### src/rtl/pctbl_ram.sv
// ----------------------------------------------------------------------------
// pctbl_ram
// Generic single-port-write, single-port-read RAM with registered read data.
// ----------------------------------------------------------------------------
`default_nettype none

module pctbl_ram #(
  parameter int WIDTH = 8,
  parameter int DEPTH = 16
) (
  input  wire logic                     clk,
  input  wire logic                     we,
  input  wire logic [$clog2(DEPTH)-1:0] waddr,
  input  wire logic [WIDTH-1:0]         wdata,
  input  wire logic [$clog2(DEPTH)-1:0] raddr,
  output logic      [WIDTH-1:0]         rdata
);

  logic [WIDTH-1:0] mem [DEPTH];

  always_ff @(posedge clk) begin
    if (we) begin
      mem[waddr] <= wdata;
    end
    rdata <= mem[raddr];
  end

endmodule

`default_nettype wire

### config.mk
export PLATFORM = sky130hd
export DESIGN_NAME = pctbl_ram
export DESIGN_NICKNAME = d
export VERILOG_FILES = /design/src/rtl/pctbl_ram.sv
export SDC_FILE = /design/constraint.sdc
export NUM_CORES = 1
export LEC_CHECK = 0
export ABC_CLOCK_PERIOD_IN_PS = 1950
export BUFFER_PORTS_ARGS = -buffer_cell sky130_fd_sc_hd__buf_2
export CORE_ASPECT_RATIO = 0.75
export CORE_UTILIZATION = 48
export DETAILED_ROUTE_END_ITERATION = 10
export PLACE_DENSITY = 0.76
export SLEW_MARGIN = 25
export SYNTH_ARGS = -nofsm -noshare
export SYNTH_HDL_FRONTEND = slang
export SYNTH_SLANG_ARGS = --single-unit
export TNS_END_PERCENT = 20
### constraint.sdc
create_clock -name clk -period 1.95 [get_ports clk]
set_input_delay 0.585 -clock clk [delete_from_list [all_inputs] [get_ports clk]]
set_output_delay 0.585 -clock clk [all_outputs]
set_load 0.03 [all_outputs]
## Word level (Yosys, flattened, before mapping)

Memories as Yosys holds them, arrays and structs flattened. A register that Yosys moved wholly into a read port is not among the register bits.
Index checks and enable logic that the tools add are counted.

| storage, ports and cells | value |
|---|---|
| register bits after elaboration | 0 |
| bits in latches | 0 |
| RAM bits | 128 |
| memory bits (read-only) | 0 |
| input bits | 18 |
| output and inout bits | 8 |
| word-level logic and storage cells | 3 |
| memories kept | 1 |

Memories:

| memory | words | width | rd ports | clocked after memory_dff | wr ports | line | source |
|---|---|---|---|---|---|---|---|
| mem | 16 | 8 | 1 | 1 | 1 | 19 | `logic [WIDTH-1:0] mem [DEPTH];` |

| cells by class | value |
|---|---|
| $add $sub $neg | 0 |
| multipliers | 0 |
| div/mod/pow operators | 0 |
| magnitude comparators | 0 |
| equality and inequality tests | 0 |
| shift-type cells | 0 |
| mux-type cells | 2 |
| bitwise logic cells | 0 |
| reductions and logical operators | 0 |

Operators by type and width:

| kind | number |
|---|---|
| $mux 1 | 2 |

## Depth between registers and ports, before layout

| depth | value |
|---|---|
| depth after elaboration | 2 |
| gate-level depth with buffers | 5 |
| gate-level depth less buffers | 3 |

## Least setup slack after synthesis

No wires, ideal clock.

| timing path | value |
|---|---|
| path kind | input -> register |
| start | input port waddr[2] |
| end | memory mem[0][0] (enable) |
| setup time | 383 ps |
| arrival | 1695 ps |
| data required time | 1567 ps |
| slack | -128 ps |
| stages on the path | 2 |
| path buffers | 0 |
| cells stage by stage | or3b_2 > nor3_1 |

RTL lines:

| what | line | source |
|---|---|---|
| start, declared | 13 | `input wire logic [$clog2(DEPTH)-1:0] waddr,` |
| end, declared | 19 |  |

No word-level cell before the write port.

## Final worst setup path

| timing path | value |
|---|---|
| start | register rdata[5], read port of mem |
| end | output port rdata[5] |

RTL lines:

| what | line | source |
|---|---|---|
| start, declared | 16 | `output logic [WIDTH-1:0] rdata` |

No word-level cell between the ends.

==> summary.md <==
| Metric | Value |
|---|---|
| CTS Buf Count | `17` |
| R2r startpoint | `mem[3][4]` |
| CP top delay family | `flip-flops` |
| RSZ-0062 raised after global routing | `false` |
| Cells after DPL | `402` |
| Final hold slack | `0.565 ns` |
| Status | `finished, final reports clean` |
| Postcts setup bufs | `0` |
| Final Hold Fails | `0` |
| WP data arrival | `1.00 ns` |
| Lkg Pwr | `2.11 nW` |
| Vias in the first global route | `2427` |
| Buf/Inv on CP | `1` |
| Total track usage | `0.188` |
| Worst-path fanout max | `1` |
| Die Y-Extent | `91.7 µm` |
| Post-detail-place hpwl | `6190 µm` |
| Worst-case reg-to-reg path depth | `3` |
| FF-to-FF End | `rdata[4]` |
| Largest stage delay, worst path | `0.38 ns` |
| Final core utilization | `0.593` |
| Total routed wirelength | `9300 µm` |
| CTS Root Cell | `clkbuf_16` |
| First-pass GRT wire length | `14200 µm` |
| DR vias/cell | `approximately 5.6` |
| Layout cells sized above 1 | `0.322` |
| Final period util | `0.813` |
| DIE AREA | `11100 µm²` |
| I/O Pins | `26` |
| Register area share after synthesis | `0.778` |
| Syn_nets | `between 200 and 250` |
| Die width | `between 100 and 150 µm` |
| Clock Path Buffers | `2` |
| #FFs+latches synth | `136` |
| Synth Instances | `229` |
| Crit Path Class | `reg2out` |
| Worst Hold End | `mem[6][1]` |
| Critical Path End Type | `output pin` |
| Synth-to-layout area growth | `19.5%` |
| # setup viols final | `0` |
| H-tree depth | `4` |
| DRC Markers | `0` |
| Hold_sp | `wdata[1]` |
| IO buf count | `25` |
| GPL Wtd Cong | `0.725` |
| DR vias | `2446` |
| 1st-iter DRT viols | `399` |
| Period minus WS final | `roughly 1.6 ns` |
| Avg Cell Area, Syn | `22.5 µm²` |
| Worst-margin pin slew | `0.370 ns` |
| Critical Path Source Type | `register` |
| Initial Util | `0.496` |
| Insertion delay to the later sink of the worst-skew pair | `0.40 ns` |
| Pwr dens | `between 1000 and 1500 nW/µm²` |
| Normalized max-slew margin | `0.753` |
| Antenna diodes | `0` |
| Post-DP Area | `5560 µm²` |
| Hold buffer count at CTS | `0` |
| TritonCTS clock tree | `built` |
| CP Cell Sequence | `buf_2` |
| Core area | `10400 µm²` |
| Rows | `32` |
| R2r setup slk | `0.62 ns` |
| Slew Viols, Final | `0` |
| Final Power | `between 6 and 7 mW` |
| Ys Warns | `0` |
| Final setup skew | `about 0.0042 ns` |
| Synth cell types | `19` |
| Number of nets in the layout | `303` |
| Drt pass-1 iters | `4` |
| Pin count of the biggest net entering global routing | `33` |
| Antenna-violating nets left | `0` |
| Clk pin slew, worst setup/hold paths | `roughly 0.05 ns` |
| Fmax | `631 MHz` |
| Initial antenna violation count | `0` |
| Critical Path RT | `1.36 ns` |
| Hold Path Cell Cnt | `1` |
| Final instance area | `6150 µm²` |
| Max-Cap Viols | `0` |
| Clk sinks | `136` |
| Fin cells | `between 400 and 500` |
| Cell area after synthesis | `5150 µm²` |
| WL/cell | `21.4 µm` |
| Peak supply drop | `0.650 mV` |
| Grt total ovfl | `0` |
| Post-CTS Resized | `0` |
| Hold crit path type | `in2reg` |
| Critical Path Slowest Stage Cell | `dfxtp_1` |
-- through the flow --
stage	setup TNS (ns)	setup WS, ns
6_report	0	0.365
3_3_place_gp	0	0.0331
3_5_place_dp	-0.00857	-0.00857
2_1_floorplan	0	0.0989
4_1_cts	0	0.343
5_1_grt	0	0.314
-- cell usage after synthesis --
cell type / number / area share
or3b_2: 1 / 0.0017
nor2b_1: 1 / 0.0012
nand3_1: 1 / 0.00097
nand2b_1: 2 / 0.0024
mux4_2: 18 / 0.079
a22oi_1: 16 / 0.023
nand2_1: 9 / 0.0066
nor3_1: 4 / 0.0039
nor2_1: 13 / 0.0095
buf_2: 3 / 0.0029
dfxtp_1: 8 / 0.031
mux4_1: 14 / 0.071
buf_4: 1 / 0.0015
edfxtp_1: 128 / 0.75
and2_1: 1 / 0.0012
and2b_1: 1 / 0.0015
nand3b_1: 2 / 0.0029
buf_6: 3 / 0.0066
clkdlybuf4s25_2: 3 / 0.0058
-- power breakdown --
part / switching [mW] / internal (mW)
clock network: 1.12 / 1.99
registers: 0.0232 / 3.27
logic: 0.199 / 0.139
total: 1.34 / 5.40
-- cells by family after synthesis --
logic type	count (synthesis)	share of synthesized area
simple gates	35	0.0318
flops	136	0.778
buf+inv	10	0.0168
compound gates	16	0.0233
mux	32	0.150
-- cells in the final DEF, fill, tap and decap left out --
cell type	count
nand3_1	1
nand3b_1	2
nor3_1	3
clkinv_1	2
nand2b_1	2
buf_2	25
nand2_1	9
buf_12	3
clkinvlp_4	3
clkinv_4	2
mux4_2	18
nor2_1	13
nor3_2	1
edfxtp_1	128
bufinv_16	3
clkbuf_1	1
or3b_2	1
and2b_1	1
buf_4	19
nor2b_1	1
dfxtp_1	8
clkinv_2	4
clkbuf_16	17
mux4_1	14
a22oi_1	16
and2_1	1
-- layer usage --
| layer | track usage | up-vias | routed length (µm) |
|---|---|---|---|
| met5 | 0 | - | 0 |
| met4 | 0.0710 | 0 | 63 |
| met3 | 0.0547 | 6 | 465 |
| met2 | 0.254 | 68 | 4190 |
| met1 | 0.287 | 1284 | 4580 |
| li1 | - | 1088 | - |
-- state kept, by name, summed over array words and instances, names as in the netlist --
signal and cells:
mem 128, rdata 8
-- cell type report --
cell class	instances	area, µm²
Clock inverter	14	158
Tap cell	136	170
Multi-Input combinational cell	83	1060
Timing Repair Buffer	47	328
Fill cell	730	4220
Sequential cell	136	4000
Clock buffer	18	429
-- how the worst max path moves through the flow --
stage	from	to	slack (ns)	depth (start not counted)
floorplan	waddr[2]	mem[3][0]	0.1	2
global placement	raddr[0]	rdata[3]	0.03	5
detailed placement	raddr[0]	rdata[2]	-0.009	5
CTS	rdata[5]	rdata[5]	0.34	1
global route	rdata[5]	rdata[5]	0.31	1
finish	rdata[5]	rdata[5]	0.37	1
Note: power is estimated with default switching activity, not from simulation.
